## src/design/assert_macros.svh

```systemverilog
// ---------------------------------------------------------------------------
// Assertion macros
// Shared concurrent assertion shorthands for the design folder.
// ---------------------------------------------------------------------------
`ifndef ASSERT_MACROS_SVH
`define ASSERT_MACROS_SVH
`ifndef ASSERT_OFF
`define ASSERT_IMP(lbl, a, b) lbl: assert property (@(posedge clk) disable iff (!rst_n) \
  (a) |-> (b)) else $error("assertion failed");
`define ASSERT_NXT(lbl, a, b) lbl: assert property (@(posedge clk) disable iff (!rst_n) \
  (a) |=> (b)) else $error("assertion failed");
`else
`define ASSERT_IMP(lbl, a, b)
`define ASSERT_NXT(lbl, a, b)
`endif
`endif

```

## src/design/fdr_sqrt_pipe.sv

```systemverilog
// ---------------------------------------------------------------------------
// fdr_sqrt_pipe
// Pipelined integer square root of a 31-bit value, one result bit a stage.
// ---------------------------------------------------------------------------
module fdr_sqrt_pipe #(
  parameter int SB_W = 1
) (
  input  logic            clk,
  input  logic            rst_n,
  input  logic            in_valid,
  output logic            in_ready,
  input  logic [30:0]     in_radicand,
  input  logic [SB_W-1:0] in_side,
  output logic            out_valid,
  input  logic            out_ready,
  output logic [15:0]     out_root,
  output logic [SB_W-1:0] out_side
);

  localparam int N = 16;

  logic            v_r    [N];
  logic [30:0]     rem_r  [N];
  logic [31:0]     res_r  [N];
  logic [SB_W-1:0] side_r [N];
  logic            en     [N];

  for (genvar k = 0; k < N; k++) begin : g_stage
    localparam logic [31:0] BIT = 32'd1 << (30 - 2 * k);
    logic            vi;
    logic [30:0]     remi;
    logic [31:0]     resi;
    logic [SB_W-1:0] sidei;
    logic [31:0]     trial;
    logic [30:0]     rem_nxt;
    logic [31:0]     res_nxt;

    if (k == 0) begin : g_first
      assign vi    = in_valid;
      assign remi  = in_radicand;
      assign resi  = '0;
      assign sidei = in_side;
    end else begin : g_next
      assign vi    = v_r[k-1];
      assign remi  = rem_r[k-1];
      assign resi  = res_r[k-1];
      assign sidei = side_r[k-1];
    end

    if (k == N - 1) begin : g_last_rdy
      assign en[k] = !v_r[k] || out_ready;
    end else begin : g_mid_rdy
      assign en[k] = !v_r[k] || en[k+1];
    end

    // try subtracting the next square bit
    always_comb begin
      trial = resi + BIT;
      if ({1'b0, remi} >= trial) begin
        rem_nxt = remi - trial[30:0];
        res_nxt = (resi >> 1) + BIT;
      end else begin
        rem_nxt = remi;
        res_nxt = resi >> 1;
      end
    end

    always_ff @(posedge clk) begin
      if (!rst_n) begin
        v_r[k] <= 1'b0;
      end else if (en[k]) begin
        v_r[k] <= vi;
      end
    end

    always_ff @(posedge clk) begin
      if (en[k]) begin
        rem_r[k]  <= rem_nxt;
        res_r[k]  <= res_nxt;
        side_r[k] <= sidei;
      end
    end
  end

  assign in_ready  = en[0];
  assign out_valid = v_r[N-1];
  assign out_root  = res_r[N-1][15:0];
  assign out_side  = side_r[N-1];

endmodule

```

## config.mk

```make
export PLATFORM = sky130hd
export DESIGN_NAME = fdr_sqrt_pipe
export DESIGN_NICKNAME = d
export VERILOG_FILES = /design/src/design/assert_macros.svh /design/src/design/fdr_sqrt_pipe.sv
export SDC_FILE = /design/constraint.sdc
export NUM_CORES = 1
export LEC_CHECK = 0
export BUFFER_PORTS_ARGS = -buffer_cell sky130_fd_sc_hd__buf_2
export CORE_MARGIN = 2
export CORE_UTILIZATION = 38
export CTS_CLUSTER_SIZE = 8
export DETAILED_ROUTE_END_ITERATION = 7
export PLACE_DENSITY_LB_ADDON = 0.15
export SLEW_MARGIN = 15
export SYNTH_ARGS = -nofsm -noshare
export SYNTH_HDL_FRONTEND = slang
export SYNTH_SLANG_ARGS = --single-unit
```

## constraint.sdc

```tcl
create_clock -name clk -period 12.5 [get_ports clk]
set_clock_uncertainty 0.2 [all_clocks]
set_input_delay 0 -clock clk [delete_from_list [all_inputs] [get_ports clk]]
set_output_delay 0 -clock clk [all_outputs]
set_load 0.02 [all_outputs]
```

==> reports/qor.csv <==
metric;value;unit
fin_crit_sh;32.3;%
initial_core_util;38.2;%
dpl_cell_area;30900;sq um
drc;0;
setup_viol_count_final;0;
via_count;17600;
cp.required;12.68;ns
numCtsBuffers;89;
cts-root-buf;clkbuf_16;
syn_inst;2234;
grt_overflow_total;0;
grt_setup_unrepaired;false;
hold_viol;0;
yosysSeqAreaShare;64.6;%
synth_area_leaders;edfxtp_1, ha_1, xor2_1, inv_1, xnor2_1;
portBuffers;54;
finalMaxSlewViolations;0;
post_cts_buffers;0;
syn_to_final_growth;16.0;%
drive_above_1_share;8.50;%
cap_violations;0;
irDropWorstVdd;105;uV
cp-start-kind;register;
syn_nets;2419;
slew_headroom;25.0;%
die-area;79600;sq um
netlist_top_cells_count;edfxtp_1, inv_1, ha_1;
place_congestion;0.866;
fin_setup_tns;0;ns
die_y;282;um
coreArea;77100;sq um
ys_warn_count;0;
ys_ff_latch;633;
worstMarginPinSlew;1.12;ns
cp-end-kind;register;
ys.flop_type;edfxtp_1;
diodes;0;
power.leakage;13.5;nW
ios;55;
crit_fanout;27;
stdcell_area;34100;sq um
crit_type;reg2reg;
nets;2609;
synth_top_area_share;64.5;%
clock.fmax;0.247;GHz
synthArstFlopShare;0;%
grt_usage;15.7;%
clk_path_buf_depth;3;
cts_tree;yes;
drtIter0Drc;940;
rows;102;
syn_avg_cell_area;13.2;sq um
yosysMostFrequentCell;edfxtp_1;
synth_edf_count;632;
grt_pass1_wl;97300;um
hold_class;in2reg;
period_needed;4.04;ns
clk_pin_slew_worst_paths;0.05;ns
ant_nets;0;
wirelength;61900;um
dieWidth;282;um
p_per_area;219;nW/um^2
cp_data_arrival_time;4.23;ns
firstDrtPassIters;6;
htreeDepth;3;
syn-cell-area;29400;sq um
antenna_found_initial;1;
grt_pass1_vias;17900;
cts.sinks;633;
dpl.hpwl;46200;um
detail_route.wl_per_cell;17.8;um
clock_latency;0.65;ns
via_per_inst;5.05;
synth.distinct_cells;88;
yosysTopAreaCell;edfxtp_1;
grt_max_degree;49;
outcome;completed;
==> power by group <==
| part | total [W] | switching, W | internal [W] |
|---|---|---|---|
| combinational | 0.00192 | 0.00107 | 0.000856 |
| sequential | 0.00338 | 0.000379 | 0.00300 |
| clock | 0.00217 | 0.000879 | 0.00129 |
| total | 0.00747 | 0.00233 | 0.00514 |
==> routing by layer <==
metal	up-vias	part of all wire (%)	track usage [%]
li1	8734	-	-
met1	8478	40	17.7
met2	279	54	29.9
met3	97	3.1	2.83
met4	0	2.5	4.84
met5	-	0	0
==> metrics by stage <==
stage / power, W / instances / hold slack (ns) / util, % / setup WS [ns]
2_1_floorplan: 0.00474 / 2234 / -0.101 / - / 7.21
3_3_place_gp: 0.00530 / 3303 / -0.0231 / 40.1 / 8.55
3_5_place_dp: 0.00533 / 3303 / -0.0219 / 40.1 / 8.49
4_1_cts: 0.00756 / 3486 / 0.150 / 44.3 / 8.48
5_1_grt: 0.00794 / 3486 / 0.187 / 44.3 / 8.13
6_report: 0.00747 / 3486 / 0.187 / 44.3 / 8.46
==> registers in the layout, summed over array words and instances, names as in the netlist <==
signal,flops
res_r,136
v_r,16
side_r,16
rem_r,465
==> layout by cell type, fill, tap and decap left out, drive strengths merged, types with 19 or more instances in the layout <==
| cell type | count |
|---|---|
| edfxtp | 632 |
| inv | 188 |
| ha | 148 |
| nand2 | 138 |
| nor2 | 130 |
| o21ai | 109 |
| a21oi | 106 |
| clkbuf | 106 |
| xor2 | 96 |
| xnor2 | 75 |
| dlygate4sd3 | 70 |
| buf | 69 |
| nor4 | 60 |
| nor3 | 59 |
| nand3 | 37 |
| o21a | 32 |
| or3 | 31 |
| a21o | 31 |
| nand4 | 28 |
| nand2b | 28 |
| and3 | 21 |
| or4 | 20 |
| nor4b | 19 |
==> area by class of cell <==
cell class | instances | area, sq um
Tap cell | 1040 | 1300
Fill cell | 6979 | 43000
Multi-Input combinational cell | 1372 | 9540
Timing Repair Buffer | 139 | 1080
Clock inverter | 7 | 200
Inverter | 189 | 711
Sequential cell | 633 | 19000
Clock buffer | 106 | 2290
==> repair_timing <==
action                    in CTS  in global routing
gates resized for setup        0                  0
hold buffers                  70                  0
hold endpoints to repair      64                  0
==> critical path, cell delays in order (launching register included) <==
cell and delay, ns:
edfxtp_1 0.41, inv_1 0.11, ha_1 0.14, or3b_2 0.43
nor4_1 0.58, a41o_1 0.30, a211o_1 0.77, o221ai_2 0.36
nor4_1 0.41, xor2_1 0.11
==> cells by family (layout without fill, tap and decap cells) <==
logic type	Yosys count	in the layout	synth area share [%]
DFF	633	633	64.6
and+or+nand+nor	630	630	11.3
AOI/OAI and AO/OA	392	392	8.46
buffers and inverters	229	441	3.11
xor gates and xnor gates	171	171	5.09
adders and majority gates	149	149	6.36
muxes	29	29	1.06
other	1	1	0.0127
==> path summary, 6_finish.rpt <==
| check | from | end | slack, ns | cells after the start |
|---|---|---|---|---|
| setup / recovery | rem_r[1][129] | rem_r[1][182] | 8.46 | 9 |
| hold / removal | rst_n | v_r[1][2] | 0.19 | 3 |
| setup reg to reg | rem_r[1][129] | rem_r[1][182] | 8.46 | 9 |
| hold reg to reg | res_r[1][113] | res_r[1][144] | 0.21 | 0 |
Power figures use the tool's default switching activity.
