===== config.mk =====
export PLATFORM = sky130hd
export DESIGN_NAME = fdr_div_pipe
export DESIGN_NICKNAME = d
export VERILOG_FILES = /design/src/design/assert_macros.svh /design/src/design/fdr_div_pipe.sv
export SDC_FILE = /design/constraint.sdc
export NUM_CORES = 1
export LEC_CHECK = 0
export ABC_CLOCK_PERIOD_IN_PS = 12450
export BUFFER_PORTS_ARGS = -buffer_cell sky130_fd_sc_hd__buf_4
export CORE_MARGIN = 2
export CORE_UTILIZATION = 65
export DETAILED_ROUTE_END_ITERATION = 8
export PLACE_DENSITY = 0.82
export SETUP_SLACK_MARGIN = 0.05
export SLEW_MARGIN = 5
export SYNTH_ARGS = -nofsm -noshare
export SYNTH_HDL_FRONTEND = slang
export SYNTH_SLANG_ARGS = --single-unit

===== constraint.sdc =====
create_clock -name clk -period 12.45 [get_ports clk]
set_clock_uncertainty 0.05 [all_clocks]
set_input_delay 1.8675 -clock clk [delete_from_list [all_inputs] [get_ports clk]]
set_output_delay 1.8675 -clock clk [all_outputs]
set_load 0.01 [all_outputs]

===== src/design/assert_macros.svh =====
// ---------------------------------------------------------------------------
// Assertion macros
// Shared concurrent assertion shorthands for the design folder.
// ---------------------------------------------------------------------------
`ifndef ASSERT_MACROS_SVH
`define ASSERT_MACROS_SVH
`ifndef ASSERT_OFF
`define ASSERT_IMP(lbl, a, b) lbl: assert property (@(posedge clk) disable iff (!rst_n) \
  (a) |-> (b)) else $error("assertion failed");
`define ASSERT_NXT(lbl, a, b) lbl: assert property (@(posedge clk) disable iff (!rst_n) \
  (a) |=> (b)) else $error("assertion failed");
`else
`define ASSERT_IMP(lbl, a, b)
`define ASSERT_NXT(lbl, a, b)
`endif
`endif


===== src/design/fdr_div_pipe.sv =====
// ---------------------------------------------------------------------------
// fdr_div_pipe
// Pipelined restoring divider, one quotient bit a stage.
// ---------------------------------------------------------------------------
module fdr_div_pipe #(
  parameter int N_W  = 32,
  parameter int D_W  = 16,
  parameter int Q_W  = 15,
  parameter int SB_W = 1
) (
  input  logic            clk,
  input  logic            rst_n,
  input  logic            in_valid,
  output logic            in_ready,
  input  logic [N_W-1:0]  in_num,
  input  logic [D_W-1:0]  in_den,
  input  logic [SB_W-1:0] in_side,
  output logic            out_valid,
  input  logic            out_ready,
  output logic [Q_W-1:0]  out_quot,
  output logic [SB_W-1:0] out_side
);

  localparam int W = (N_W > D_W + Q_W) ? N_W : D_W + Q_W;

  logic            v_r    [Q_W];
  logic [W-1:0]    rem_r  [Q_W];
  logic [D_W-1:0]  den_r  [Q_W];
  logic [Q_W-1:0]  q_r    [Q_W];
  logic [SB_W-1:0] side_r [Q_W];
  logic            en     [Q_W];

  for (genvar k = 0; k < Q_W; k++) begin : g_stage
    localparam int POS = Q_W - 1 - k;
    logic            vi;
    logic [W-1:0]    remi;
    logic [D_W-1:0]  deni;
    logic [Q_W-1:0]  qi;
    logic [SB_W-1:0] sidei;
    logic [W-1:0]    dsh;
    logic [W-1:0]    rem_nxt;
    logic [Q_W-1:0]  q_nxt;

    if (k == 0) begin : g_first
      assign vi    = in_valid;
      assign remi  = W'(in_num);
      assign deni  = in_den;
      assign qi    = '0;
      assign sidei = in_side;
    end else begin : g_next
      assign vi    = v_r[k-1];
      assign remi  = rem_r[k-1];
      assign deni  = den_r[k-1];
      assign qi    = q_r[k-1];
      assign sidei = side_r[k-1];
    end

    if (k == Q_W - 1) begin : g_last_rdy
      assign en[k] = !v_r[k] || out_ready;
    end else begin : g_mid_rdy
      assign en[k] = !v_r[k] || en[k+1];
    end

    // subtract the shifted divisor where it fits
    always_comb begin
      dsh   = W'(deni) << POS;
      q_nxt = qi;
      if (remi >= dsh) begin
        rem_nxt    = remi - dsh;
        q_nxt[POS] = 1'b1;
      end else begin
        rem_nxt = remi;
      end
    end

    always_ff @(posedge clk) begin
      if (!rst_n) begin
        v_r[k] <= 1'b0;
      end else if (en[k]) begin
        v_r[k] <= vi;
      end
    end

    always_ff @(posedge clk) begin
      if (en[k]) begin
        rem_r[k]  <= rem_nxt;
        den_r[k]  <= deni;
        q_r[k]    <= q_nxt;
        side_r[k] <= sidei;
      end
    end
  end

  assign in_ready  = en[0];
  assign out_valid = v_r[Q_W-1];
  assign out_quot  = q_r[Q_W-1];
  assign out_side  = side_r[Q_W-1];

endmodule


==> metrics, run 1 <==
HP Class flip-flop to flip-flop; post-layout min period 6.53 ns; CP endpoint kind primary output; RSZ-0062 raised after global routing false; dpl hpwl 59000 microns; Post-Syn Instances 3513; register area share after synthesis 58.7%; Antenna Cells 0; #FFs+latches synth 822; syn_nets 3820; VDD IR max 135 uV; Post-Syn Area 0.0421 sq mm; FF-to-FF setup slack 8.44 ns; layer with the highest usage met2; crit path DAT 4.61 ns; CORE AREA 0.0642 sq mm; Final setup viols 0; met3 GRT Util 3.03%; largest cells by area after synthesis edfxtp_1 59%, ha_1 7.1%, xnor2_1 3.2%; max cap viols 0; final period utilization 52.4%; crit path launch type input port; Core Rows 93; slowest cell delay on critical path 0.40 ns; worst-path fanout max 61; Synth top cells by count 821 x edfxtp_1, 312 x inv_1, 245 x nand2_1; CP Launch Point out_ready; Die W 258 microns; met1 usage 22.8%; CTS Buf Count 83; share of power burned in registers 42.1%; most frequent CP cell buf_4; FF-to-FF Start rem_r[1][145]; Slew Viols, Final 0; critical setup path kind input port to primary output; fillers 4183; Die H 258 microns; post-CTS sizing 0; storage element area 0.0247 sq mm; detailed-route via count 27000; worst-case clock buffer depth 3; final worst slack 5.92 ns; Ys Warns 0; initial antenna violation count 0; Clock power frac 22.8%; most common cell in the netlist edfxtp_1; GRT met2 Usage 50.0%; CTS tree built; outcome completed; critical path cell sequence buf_4 > nor2b_1 > and2_1 > inv_2 > nor2_1 > and2_1 > inv_2 > buf_4 > nor2_1 > and3_1 > nand3_2 > buf_4 > buf_4; First-pass DRT Iterations 8; post-CTS setup buffer count 0; H-tree levels 3; number of port buffers 70; Avg WL per Cell 17.7 microns; post-synthesis cell type count 87; Post-DRT Antenna Nets 0; RR Endpoint rem_r[1][184]; number of synthesized flops with an enable pin 821; largest net degree at the start of global routing 65; switching share of total power 33.3%; NumNets Final 3935; ys flop type edfxtp_1; Initial Util 65.5%; first-pass GRT wire length 132000 microns; final hold vios 0; DRC 0; initial DRC count 1691; CP Capture Point in_ready; P_int 7.06 mW; Syn-to-layout area delta 9.99%; R2R depth 9; async set-reset flop share out of synthesis 0%; GRT Overall Usage 24.5%; Synth top area share 58.6%; Die ar. 0.0667 sq mm; final WL 80700 microns; clock root cell clkbuf_16; share of layout cells above drive strength 1 8.28%; dpl ws 5.89 ns; Comb pwr share 35.1%; Yosys top cell by area edfxtp_1; post-layout util 72.0%; clock-pin slew on the worst setup and hold paths 0.06 ns; multi-input logic area 0.0160 sq mm; CP max stage cell nor2_1; worst skew pair latency 0.64 ns; worst-margin pin slew 1.15 ns; via/cell ratio 5.93; PD cells 229 mW/mm^2; # clock sinks 822; FMAX 153 MHz; GPL Wtd Cong 0.940; P_leak 18.3 nW; vias in the first global route 28067; Congestion Overflow GR 0; cts hold-fix bufs 0; Worst Path Required 10.53 ns; IO Pins 71; Syn Area/Cell 12.0 sq um; max_slew headroom 23.2%; setup TNS 0 ns; Switch Pwr 3.52 mW
layout by cell type, fill, tap and decap left out, types with 19 or more instances in the layout:
cell type  Yosys  final
nor4_1        50     50
a31oi_1       20     20
edfxtp_1     821    821
or3_1         36     36
nor2_1       226    226
nand4_1       42     42
a21oi_1      233    232
nor2b_1       45     45
o21a_1        39     39
nand3_1       58     56
a211oi_1      27     27
o21ai_0      195    195
mux2_2        50     50
nand2b_1      38     38
nand4b_1      20     20
and3_1        37     37
nand2_1      245    241
xnor2_1      156    156
clkbuf_16      0     84
or4_1         19     19
buf_4          0     92
clkbuf_1      55     27
nor3_1        89     88
o31ai_1       20     20
inv_1        312    304
ha_1         240    240
a21o_1        77     77
xor2_1       115    115
cell families (layout without fill, tap and decap cells):
group / Yosys count / in the layout / share of synthesized area (%)
and+or+nand+nor: 998 / 998 / 12.1
xor gates and xnor gates: 271 / 271 / 5.64
adders and majority gates: 254 / 254 / 7.81
muxes: 54 / 54 / 1.43
DFF: 822 / 822 / 58.7
buffers and inverters: 375 / 557 / 3.37
AOI/OAI and AO/OA: 739 / 739 / 10.9
power by group through the flow:
stage          sequential, mW  combinational, mW  clock (mW)
2_1_floorplan            4.35               2.92           0
4_1_cts                  4.44               3.68        2.45
6_report                 4.45               3.71        2.42
5_1_grt                  4.52               4.13        2.56
3_3_place_gp             4.46               3.52           0
3_5_place_dp             4.49               3.64           0
stage by stage:
| stage | area [sq um] | power [mW] | hold WS, ns | cells |
|---|---|---|---|---|
| 4_1_cts | 46300 | 10.6 | 0.366 | 4550 |
| 3_5_place_dp | 43600 | 8.13 | 0.355 | 4398 |
| 3_3_place_gp | 43600 | 7.97 | 0.351 | 4398 |
| 5_1_grt | 46300 | 11.2 | 0.373 | 4550 |
| 2_1_floorplan | 42100 | 7.27 | 0.350 | 3513 |
| 6_report | 46300 | 10.6 | 0.366 | 4550 |
registers in the layout, indices dropped and copies added, names as in the netlist:
| signal | cells |
|---|---|
| den_r | 224 |
| q_r | 120 |
| rem_r | 448 |
| side_r | 15 |
| v_r | 15 |
worst min-delay path by stage:
stage                startpoint          end  depth (start not counted)
global route         q_r[1][35]   q_r[1][50]                          0
floorplan            q_r[0][85]  q_r[0][100]                          0
detailed placement  q_r[0][117]   q_r[1][12]                          0
global placement    q_r[0][115]   q_r[1][10]                          0
CTS                 q_r[0][117]   q_r[1][12]                          0
finish              q_r[0][117]   q_r[1][12]                          0
area by class of cell:
cell class                      instances  area share, %
Multi-Input combinational cell       2316           34.6
Timing Repair Buffer                   92           1.49
Sequential cell                       822           53.3
Clock inverter                         41          0.966
Tap cell                              855           2.31
Clock buffer                          111           4.76
Inverter                              313           2.54
metal layers:
layer	vias to the layer above	part of all wire [%]
li1	13236	-
met1	12846	34
met3	237	3.0
met4	0	5.4
met2	681	57
met5	-	0
worst max-delay path, delay by kind of cell:
kind / cells / cell delay (ns)
AND/OR/NAND/NOR: 7 / 1.68
buffers and inverters: 6 / 1.05
(Power assumes the default switching activity.)
==> run 2: changes to the inputs <==
Settings changed: ABC_CLOCK_PERIOD_IN_PS 12450 to 6450, CORE_UTILIZATION 65 to 64, PLACE_DENSITY 0.82 to 0.81.
Clock period 12.45 ns to 6.45 ns, I/O delays scaled along.
==> metrics, run 2 (synthesis results as in run 1) <==
switching share of total power 32.9% (-0.43 points); dpl hpwl 59100 microns (about the same); Core Rows 93 (unchanged); P_int 13.8 mW (+96%); H-tree levels 3 (unchanged); CTS tree built; R2R depth 9 (unchanged); Initial Util 65.0% (-0.47 points); Antenna Cells 0 (unchanged); Avg WL per Cell 17.8 microns (+0.15%); DRC 0 (unchanged); initial DRC count 1649 (-2.5%); initial antenna violation count 0 (unchanged); FF-to-FF Start rem_r[1][145]; GPL Wtd Cong 0.950 (+1.1%); outcome completed; worst-margin pin slew 1.20 ns (+0.0533 ns); Switch Pwr 6.77 mW (+92%); setup TNS 0 ns (unchanged); multi-input logic area 0.0160 sq mm (unchanged); max_slew headroom 19.7% (-3.6 points); post-CTS sizing 0 (unchanged); worst-path fanout max 61 (unchanged); flip-flop count of the largest register after layout 448 (unchanged); FMAX 206 MHz; worst skew pair latency 0.63 ns (about the same); Clock power frac 23.6% (+0.8 points); Comb pwr share 34.7% (-0.4 points); post-CTS setup buffer count 0 (unchanged); Die H 260 microns (+0.77%); biggest regs rem_r x448, den_r x224, q_r x120; Die W 260 microns (+0.77%); detailed-route via count 27010 (+0.037%); share of layout cells above drive strength 1 8.63% (+0.35 points); Congestion Overflow GR 0 (unchanged); via/cell ratio 5.93 (about the same); CP Launch Point out_ready; Syn-to-layout area delta 10.3%; most frequent cells in the layout 821 x edfxtp_1, 304 x inv_1, 241 x nand2_1; NumNets Final 3934 (-0.025%); fillers 4300 (+2.8%); Post-DRT Antenna Nets 0 (unchanged); # clock sinks 822 (unchanged); final hold vios 0 (unchanged); clock-pin slew on the worst setup and hold paths 0.06 ns (about the same); critical setup path kind input port to primary output; CORE AREA 0.0647 sq mm (+0.72%); P_leak 18.4 nW (+0.23%); dpl ws 1.54 ns (-4.34 ns); worst-case clock buffer depth 3 (unchanged); storage element area 0.0247 sq mm (unchanged); clock root cell clkbuf_16; vias in the first global route 27919 (-0.53%); Endpoint, Worst Hold q_r[0][89]; crit path DAT 3.84 ns (-0.77 ns); CP endpoint kind primary output; total chip power 20.6 mW (+95%); CTS Buf Count 84 (+1.2%); IO Pins 71 (unchanged); largest net degree at the start of global routing 65 (unchanged); Worst Path Required 5.43 ns (-5.10 ns); final period utilization 75.4%; VDD IR max 324 uV (+140%); min-delay src q_r[0][74]; GRT Overall Usage 24.3% (-0.20 points); RR Endpoint rem_r[1][174]; final WL 80800 microns (+0.20%); RSZ-0062 raised after global routing false; FF-to-FF setup slack 2.47 ns (-5.97 ns); PD cells 444 mW/mm^2 (+94%); Slew Viols, Final 0 (unchanged); number of port buffers 70 (unchanged); HP Class flip-flop to flip-flop; crit path launch type input port; Most flops, register rem_r; share of power burned in registers 41.8% (-0.3 points); post-layout min period 4.86 ns; commonest non-fill, non-tap cell in the layout edfxtp_1; first-pass GRT wire length 131000 microns (-0.30%); final worst slack 1.59 ns (-4.33 ns); max cap viols 0 (unchanged); cts hold-fix bufs 0 (unchanged); Die ar. 0.0678 sq mm (+1.5%); Final setup viols 0 (unchanged); hold-critical path depth 0 (unchanged); First-pass DRT Iterations 6 (-2)
[run 2: cell count changes in the layout (fill, tap and decap cells not counted), moves of 3 or more]
cell and change:
clkbuf_1 -14, clkinvlp_4 +8, bufinv_16 +4, clkinv_16 -4, clkbuf_16 +3, clkinv_1 +3, clkinv_4 +3
[run 2: final cells by class]
cell class / instances / share of cell area (%)
Sequential cell: 822 / 53.2
Multi-Input combinational cell: 2316 / 34.5
Clock buffer: 100 / 4.80
Inverter: 313 / 2.54
Tap cell: 855 / 2.31
Timing Repair Buffer: 90 / 1.46
Clock inverter: 56 / 1.18
[run 2: power groups by stage]
stage	Combinational (mW)	Sequential (mW)	Clock, mW
4_1_cts	7.09	8.57	4.92
3_3_place_gp	6.80	8.61	0
2_1_floorplan	5.64	8.39	0
6_report	7.14	8.60	4.85
3_5_place_dp	7.01	8.66	0
5_1_grt	7.96	8.74	5.11
[run 2: worst max path at each step]
stage                           end  cells past startpoint  slack (ns)
final                      in_ready                     13        1.59
after global routing       in_ready                     13        1.29
after CTS                  in_ready                     13        1.53
after detailed placement   in_ready                     13        1.54
after global placement     in_ready                     13        1.62
after floorplan           v_r[0][0]                     10        0.16
[run 2: per-layer routing]
metal  global-route usage, %  share of wire, %
met1                    22.4                34
met2                    49.7                58
met3                    3.17               2.9
met4                    14.0               5.7
met5                       0                 0
[run 2: critical path: stages]
cell	delay, ns
buf_4	0.11
nor2b_1	0.22
and2_1	0.24
clkinvlp_4	0.10
nor2_1	0.19
and2_1	0.26
inv_2	0.04
buf_4	0.32
nor2_1	0.41
and3_1	0.33
nand3_2	0.09
buf_4	0.31
buf_4	0.24
[run 2: per-stage QoR]
stage	hold WS [ns]	utilization, %	cell area, sq um	std cells
2_1_floorplan	0.350	-	42100	3513
3_3_place_gp	0.351	67.4	43600	4396
3_5_place_dp	0.355	67.4	43600	4396
4_1_cts	0.360	71.7	46400	4552
5_1_grt	0.369	71.7	46400	4552
6_report	0.355	71.7	46400	4552
